`config.mk`:
```
export PLATFORM = sky130hd
export DESIGN_NAME = bitmap_block_allocator
export DESIGN_NICKNAME = d
export VERILOG_FILES = /design/src/rtl/bba_pkg.sv /design/src/rtl/bba_map_ram.sv /design/src/rtl/bba_first_clear.sv /design/src/rtl/bitmap_block_allocator.sv
export SDC_FILE = /design/constraint.sdc
export NUM_CORES = 1
export LEC_CHECK = 0
export BUFFER_PORTS_ARGS = -buffer_cell sky130_fd_sc_hd__buf_2
export CORE_UTILIZATION = 55
export DETAILED_ROUTE_END_ITERATION = 8
export GPL_TIMING_DRIVEN = 0
export PLACE_DENSITY = 0.71
export SETUP_SLACK_MARGIN = 0.1
export SYNTH_ARGS = -nofsm -noshare
export SYNTH_HDL_FRONTEND = slang
export SYNTH_SLANG_ARGS = --single-unit
```
`constraint.sdc`:
```
create_clock -name clk -period 8.2 [get_ports clk]
set_clock_uncertainty 0.1 [all_clocks]
set_input_delay 0.41 -clock clk [delete_from_list [all_inputs] [get_ports clk]]
set_output_delay 0.41 -clock clk [all_outputs]
set_load 0.02 [all_outputs]
```
`src/rtl/bba_pkg.sv`:
```
// Shared constants and codes for the bitmap block allocator.
package bba_pkg;

	localparam int WORD_BITS = 32;
	localparam int BIT_SEL_BITS = 5;

	localparam int DEF_MAP_ENTRIES = 1024;
	localparam int DEF_PER_FILE_LIMIT = 6;

	localparam logic [10:0] USABLE_RESET = 11'd1024;
	localparam logic [WORD_BITS-1:0] WORD_ONE = 32'h0000_0001;

	localparam logic CMD_ALLOC = 1'b0;
	localparam logic CMD_FREE = 1'b1;

	localparam logic ST_OK = 1'b0;
	localparam logic ST_FAIL = 1'b1;

endpackage

```
`src/rtl/bba_map_ram.sv`:
```
// Usage map storage: one write port, one read port, registered read data.
module bba_map_ram import bba_pkg::*; #(
	parameter int DEPTH = DEF_MAP_ENTRIES / WORD_BITS,
	parameter int AW = 5
) (
	input  logic                 clk,
	input  logic                 we,
	input  logic [AW-1:0]        waddr,
	input  logic [WORD_BITS-1:0] wdata,
	input  logic [AW-1:0]        raddr,
	output logic [WORD_BITS-1:0] rdata
);

	logic [WORD_BITS-1:0] mem [DEPTH];

	always_ff @(posedge clk) begin
		if (we) begin
			mem[waddr] <= wdata;
		end
	end

	always_ff @(posedge clk) begin
		rdata <= mem[raddr];
	end

endmodule

```
`src/rtl/bba_first_clear.sv`:
```
// Finds the lowest clear bit of one map word.
module bba_first_clear import bba_pkg::*; (
	input  logic [WORD_BITS-1:0]    word,
	output logic                    found,
	output logic [BIT_SEL_BITS-1:0] bit_idx
);

	logic [WORD_BITS-1:0] free_bits;
	logic [WORD_BITS-1:0] lowest;

	// isolate lowest set bit of the free vector, then encode it
	assign free_bits = ~word;
	assign lowest = free_bits & (~free_bits + WORD_ONE);
	assign found = |free_bits;

	always_comb begin
		bit_idx = '0;
		for (int i = 0; i < WORD_BITS; i++) begin
			if (lowest[i]) begin
				bit_idx = bit_idx | BIT_SEL_BITS'(i);
			end
		end
	end

endmodule

```
`src/rtl/bitmap_block_allocator.sv`:
```
// Top level: first-fit bitmap block allocator with a word-serial map scan.
//
//  channel   | signals                                   | handshake
//  ----------+-------------------------------------------+-------------------------------
//  command   | cmd, block_index, held_count              | taken when start && !busy
//  result    | status, granted_index                     | valid for one cycle on done
//  config    | usable_blocks                             | written when usable_blocks_we
//
// Scan: an allocate reads one 32-bit map word per cycle starting at word 0, keeping busy
//   high until it finds a clear bit or has read the last usable word, word ceil(limit/32) - 1
//   (word 31 at the default map size); the single map read port sets this rate.
// A free is a read-modify-write of one word: busy for one cycle.
// An allocate refused by the per-file limit or a zero usable count, and a free
//   outside the map, give their result the next cycle without going busy.
// Reset: a clearing pass writes every map word to zero, one word per cycle, with busy
//   high; config writes still land.
// The receiver cannot stall: done pulses for exactly one cycle per accepted command.
module bitmap_block_allocator import bba_pkg::*; #(
	parameter int MAP_ENTRIES = DEF_MAP_ENTRIES,
	parameter int PER_FILE_LIMIT = DEF_PER_FILE_LIMIT
) (
	input  logic        clk,
	input  logic        arst_n,
	input  logic        usable_blocks_we,
	input  logic [10:0] usable_blocks,
	input  logic        start,
	input  logic        cmd,
	input  logic [9:0]  block_index,
	input  logic [2:0]  held_count,
	output logic        busy,
	output logic        done,
	output logic        status,
	output logic [9:0]  granted_index
);

	localparam int MAP_WORDS = (MAP_ENTRIES + WORD_BITS - 1) / WORD_BITS;
	localparam int AW = (MAP_WORDS > 1) ? $clog2(MAP_WORDS) : 1;

	typedef enum logic [3:0] {
		S_CLEAR = 4'b0001,
		S_IDLE  = 4'b0010,
		S_SCAN  = 4'b0100,
		S_FREE  = 4'b1000
	} state_t;

	state_t state_q, state_nxt;
	logic [10:0] usable_q;
	logic [AW-1:0] word_q, word_nxt;
	logic [BIT_SEL_BITS-1:0] free_bit_q;
	logic done_q;
	logic status_q;
	logic [9:0] grant_q;

	// effective limit, saturated to the map size
	logic [10:0] lim;
	logic [10:0] lim_m1;
	logic [5:0] last_word;
	logic [BIT_SEL_BITS-1:0] tail_top;
	logic held_over;
	logic blk_in_map;
	logic [31:0] blk_word32;
	logic [AW-1:0] blk_addr;
	logic is_last;
	logic clear_last;
	logic accept;

	// map port
	logic ram_we;
	logic [AW-1:0] ram_waddr;
	logic [WORD_BITS-1:0] ram_wdata;
	logic [AW-1:0] ram_raddr;
	logic [WORD_BITS-1:0] ram_rdata;

	// scan datapath
	logic [WORD_BITS-1:0] pad;
	logic [WORD_BITS-1:0] scan_word;
	logic hit;
	logic [BIT_SEL_BITS-1:0] hit_bit;
	logic [31:0] grant_wide;

	// result
	logic res_valid;
	logic res_status;
	logic [9:0] res_grant;

	assign busy = (state_q != S_IDLE);
	assign accept = start && !busy;
	assign done = done_q;
	assign status = status_q;
	assign granted_index = grant_q;

	assign lim = (32'(usable_q) > MAP_ENTRIES) ? 11'(MAP_ENTRIES) : usable_q;
	assign lim_m1 = lim - 11'd1;
	assign last_word = lim_m1[10:5];
	assign tail_top = lim_m1[4:0];
	assign held_over = (32'(held_count) >= PER_FILE_LIMIT);
	assign blk_in_map = (32'(block_index) < MAP_ENTRIES);
	assign blk_word32 = 32'(block_index) >> BIT_SEL_BITS;
	assign blk_addr = blk_word32[AW-1:0];
	assign is_last = (32'(word_q) == 32'(last_word));
	assign clear_last = (32'(word_q) == (MAP_WORDS - 1));

	// bits past the usable limit in the last word count as taken
	always_comb begin
		for (int b = 0; b < WORD_BITS; b++) begin
			pad[b] = is_last && (BIT_SEL_BITS'(b) > tail_top);
		end
	end

	assign scan_word = ram_rdata | pad;
	assign grant_wide = 32'({word_q, hit_bit});

	bba_first_clear u_first_clear (
		.word    (scan_word),
		.found   (hit),
		.bit_idx (hit_bit)
	);

	bba_map_ram #(
		.DEPTH (MAP_WORDS),
		.AW    (AW)
	) u_map_ram (
		.clk   (clk),
		.we    (ram_we),
		.waddr (ram_waddr),
		.wdata (ram_wdata),
		.raddr (ram_raddr),
		.rdata (ram_rdata)
	);

	// sequencer: next state, map access, result
	always_comb begin
		state_nxt = state_q;
		word_nxt = word_q;
		ram_we = 1'b0;
		ram_waddr = word_q;
		ram_wdata = '0;
		ram_raddr = word_q;
		res_valid = 1'b0;
		res_status = ST_OK;
		res_grant = '0;
		unique case (state_q)
			S_CLEAR: begin
				ram_we = 1'b1;
				word_nxt = word_q + AW'(1);
				if (clear_last) begin
					state_nxt = S_IDLE;
					word_nxt = '0;
				end
			end
			S_IDLE: begin
				// read issued with the command; data arrives next cycle
				ram_raddr = (cmd == CMD_FREE) ? blk_addr : '0;
				if (accept) begin
					if (cmd == CMD_ALLOC) begin
						if (held_over || (lim == 11'd0)) begin
							res_valid = 1'b1;
							res_status = ST_FAIL;
						end else begin
							state_nxt = S_SCAN;
							word_nxt = '0;
						end
					end else if (blk_in_map) begin
						state_nxt = S_FREE;
						word_nxt = blk_addr;
					end else begin
						res_valid = 1'b1;
					end
				end
			end
			S_SCAN: begin
				ram_raddr = word_q + AW'(1);
				if (hit) begin
					ram_we = 1'b1;
					ram_wdata = ram_rdata | (WORD_ONE << hit_bit);
					res_valid = 1'b1;
					res_grant = grant_wide[9:0];
					state_nxt = S_IDLE;
				end else if (is_last) begin
					res_valid = 1'b1;
					res_status = ST_FAIL;
					state_nxt = S_IDLE;
				end else begin
					word_nxt = word_q + AW'(1);
				end
			end
			S_FREE: begin
				ram_we = 1'b1;
				ram_wdata = ram_rdata & ~(WORD_ONE << free_bit_q);
				res_valid = 1'b1;
				state_nxt = S_IDLE;
			end
			default: begin
				state_nxt = S_IDLE;
			end
		endcase
	end

	always_ff @(posedge clk or negedge arst_n) begin
		if (!arst_n) begin
			state_q <= S_CLEAR;
			word_q <= '0;
			usable_q <= USABLE_RESET;
			done_q <= 1'b0;
		end else begin
			state_q <= state_nxt;
			word_q <= word_nxt;
			done_q <= res_valid;
			if (usable_blocks_we) begin
				usable_q <= usable_blocks;
			end
		end
	end

	// payload registers
	always_ff @(posedge clk) begin
		if (accept) begin
			free_bit_q <= block_index[4:0];
		end
		if (res_valid) begin
			status_q <= res_status;
			grant_q <= res_grant;
		end
	end

	a_scan_in_range: assert property (@(posedge clk) disable iff (!arst_n)
		state_q == S_SCAN |-> 32'(word_q) <= 32'(last_word))
		else $error("scan went past the last usable word");

	a_fail_zero_grant: assert property (@(posedge clk) disable iff (!arst_n)
		done_q && (status_q == ST_FAIL) |-> grant_q == '0)
		else $error("failed result carries a nonzero index");

	a_grant_ends_scan: assert property (@(posedge clk) disable iff (!arst_n)
		(state_q == S_SCAN) && ram_we |=> (state_q == S_IDLE) && done_q)
		else $error("grant write not followed by result");

	a_quiet_clear: assert property (@(posedge clk) disable iff (!arst_n)
		state_q == S_CLEAR |-> !done_q)
		else $error("result during clearing pass");

endmodule
```
==> summary.md <==
| Metric | Value |
|---|---|
| Outcome | complete, but fails checks |
| Violated checks | capacitance limit, slew limit |
| Worst skew pair latency | 0.69 ns |
| Post-CTS setup buffer count | 0 |
| Crit path launch | usable_q[10]$_DFFE_PN1P_ |
| Drt via density | 6.47 |
| Synth cell types | 75 |
| Vias in the first global route | 29344 |
| Largest net degree at the start of global routing | 33 |
| Placed instance count | 4575 |
| Hold Slack | 0.0332 ns |
| Hold path endpoint | state_q[1]$_DFFE_PN0P_ |
| Worst reg2reg setup slack | 0.60 ns |
| FF-to-FF Start | usable_q[10]$_DFFE_PN1P_ |
| Max Fanout on Critical Path | 17 |
| Slew @ Worst Pin | 1.56 ns |
| Fin nets | 3673 |
| #FFs+latches synth | 1093 |
| CP Class | reg2reg |
| Initial antenna violation count | 3 |
| # DRC | 0 |
| # IOs | 42 |
| Die ar. | 0.0839 mm2 |
| Crit start category | register |
| Hold WC Path Type | in2reg |
| All-Layer GR Usage | 32.7% |
| Row count | 105 |
| Syn_nets | 3452 |
| Antenna fix cells | 0 |
| Min-delay src | start |
| GP Congestion | 1.08 |
| Clock transition at path regs | 0.07 ns |
| Syn Area/Cell | 13.3 um2 |
| Post-synth top flop | edfxtp_1 |
| Hpwl dp | 94400 um |
| Count leader, synth | edfxtp_1 |
| Worst reg2reg endpoint | u_map_ram.mem[12][17]$_DFFE_PP_ |
| Die H | 290 um |
| P&R area growth vs syn | 15.2% |
| Fillers | 5797 |
| TritonCTS Sinks | 1093 |
| Largest cells by area after synthesis | edfxtp_1 (69%), a211oi_1 (5.9%), nand2_1 (4.7%), and2_1 (3.7%), a311oi_1 (2.5%) |
| Worst setup EP type | register |
| Top cell type's share of synthesized area | 68.6% |
| Max_cap viols | 1 |
| Share of cells above drive strength 1 | 9.45% |
| DRT Pass-1 Iters | 6 |
| Worst r2r path cells | 18 |
| Post-synth ARST share | 1.92% |
| Final min period | 7.60 ns |
| Initial core utilization | 55.5% |
| Cells along the critical path | clkbuf_1 > nand2b_1 > ha_1 > buf_2 > clkbuf_1 > a311oi_1 > a211oi_2 > buf_4 > buf_2 > buf_1 > a31o_2 > o41ai_1 > a21boi_0 > nor4_1 > a211oi_2 > nand3_1 > o21ai_4 > buf_16 |
| Root Buffer | clkbuf_16 |
| Cells after synthesis | 3415 |
| Required time of the worst setup path | 8.62 ns |
| Area leader, netlist | edfxtp_1 |
| RSZ-0062 raised after global routing | false |
| Die W | 290 um |
| Max Slew Vio Count | 33 |
| Fin cells | 4793 |
| Hold Crit Depth | 4 |
| Violation count after the first detailed-route iteration | 4058 |
| First-pass GRT wire length | 195000 um |
| Mapped cell area | 0.0455 mm2 |
| Sequential area share after synthesis | 71.2% |
| Top post-synthesis cells by count | edfxtp_1 (1040), nand2_1 (573), a211oi_1 (358) |
| Synth warnings | 0 |
| Post-synth EDFFs | 1040 |
| Cell Area, Placed | 0.0487 mm2 |
| Post-layout instance area | 0.0524 mm2 |
| Grt ovf | 0 |
| CTS tree | yes |
| Hold Vio Cnt, Final | 0 |
| I/O Buffers | 40 |
| Setup violators final | 0 |
| Num CTS Buffers | 106 |
| Routed WL per cell | 28.7 um |
| Post_cts resized | 0 |
| CP max stage cell | a211oi_2 |
| Achievable Freq | 132 MHz |
| DR vias | 30992 |
| Maximum buffer depth of the clock tree | 3 |
| Core Box Area | 0.0820 mm2 |
| CP arrival | 8.02 ns |
| H-tree depth | 3 |
| Crit path largest cell delay | 1.01 ns |
| Worst slew margin | -4.33% |
| DRT Wirelength | 138000 um |
| Period utilization | 92.6% |
| Final ANT Viol Nets | 0 |
-- area by class of cell --
type | instances | area (um2) | area share [%]
flip-flops and latches | 1093 | 32400 | 61.8
repair buffers | 113 | 1620 | 3.08
well taps | 1070 | 1340 | 2.55
clock inverters | 51 | 488 | 0.931
inverters | 15 | 56.3 | 0.107
multi-input cells | 2049 | 12600 | 24.0
plain buffers | 258 | 997 | 1.90
clock buffers | 144 | 2940 | 5.61
-- through the flow --
step	worst slack, ns	setup TNS (ns)	utilization (%)
2_1_floorplan	2.06	0	-
3_3_place_gp	-2.63	-1284.53	57.4
3_5_place_dp	0.855	0	59.5
4_1_cts	0.799	0	63.9
5_1_grt	0.347	0	63.9
6_report	0.604	0	63.9
-- how the worst max path moves through the flow --
stage               depth (start not counted)                              end  slack [ns]
floorplan                                  18   u_map_ram.mem[0][30]$_DFFE_PP_        2.06
global route                               18  u_map_ram.mem[12][17]$_DFFE_PP_        0.35
finish                                     18  u_map_ram.mem[12][17]$_DFFE_PP_        0.60
global placement                           17  u_map_ram.mem[12][17]$_DFFE_PP_       -2.63
CTS                                        18  u_map_ram.mem[12][17]$_DFFE_PP_        0.80
detailed placement                         18  u_map_ram.mem[12][17]$_DFFE_PP_        0.85
-- placed cells by master, fill, tap and decap left out, drive strengths merged, types with 23 or more instances in the layout --
master,instances
and2,267
clkinv,37
a21oi,143
a311oi,129
dlygate4sd3,23
o21ai,71
dfxtp,32
nor2,96
buf,111
nand2,573
clkbuf,381
a31oi,170
a211oi,360
nor3,24
edfxtp,1040
a21o,40
-- per-layer routing --
metal	part of all wire (%)	up-vias	GRT usage, %
met2	45	1908	49.5
met4	5.6	0	16.6
met1	38	15153	44.4
met5	0	-	0
met3	12	339	7.90
li1	-	13592	-
-- timing repair --
action                                 in CTS  in global routing
setup endpoints to repair                   0                  0
endpoints found under the hold margin      40                  0
hold buffers                               23                  0
-- registers in the layout (all words and copies together) (netlist names) --
signal	cells
u_map_ram.mem	1024
u_map_ram.rdata	32
usable_q	11
granted_index	10
free_bit_q	5
ram_waddr	5
state_q	4
done	1
status	1
-- cells by family (layout without fill, tap and decap cells) --
logic type | Yosys count | after routing | share of synthesized area [%]
XOR/XNOR | 8 | 8 | 0.154
adder cells (fa/ha/maj) | 8 | 8 | 0.220
multiplexers | 10 | 10 | 0.264
flip-flops | 1093 | 1093 | 71.2
AO/OA/AOI/OAI | 969 | 969 | 14.8
AND/OR/NAND/NOR | 1054 | 1054 | 11.0
buffers and inverters | 273 | 581 | 2.31
-- critical path: cells and delay by family (launching register included) --
family,cells,cell delay [ns]
AOI/OAI and AO/OA,7,3.28
adders and majority gates,1,0.20
buffers and inverters,7,2.20
DFF,1,0.61
and+or+nand+nor,3,0.99
Power is not shown: default switching activity piles up to over one toggle a cycle in this logic, so the estimate is an artifact.
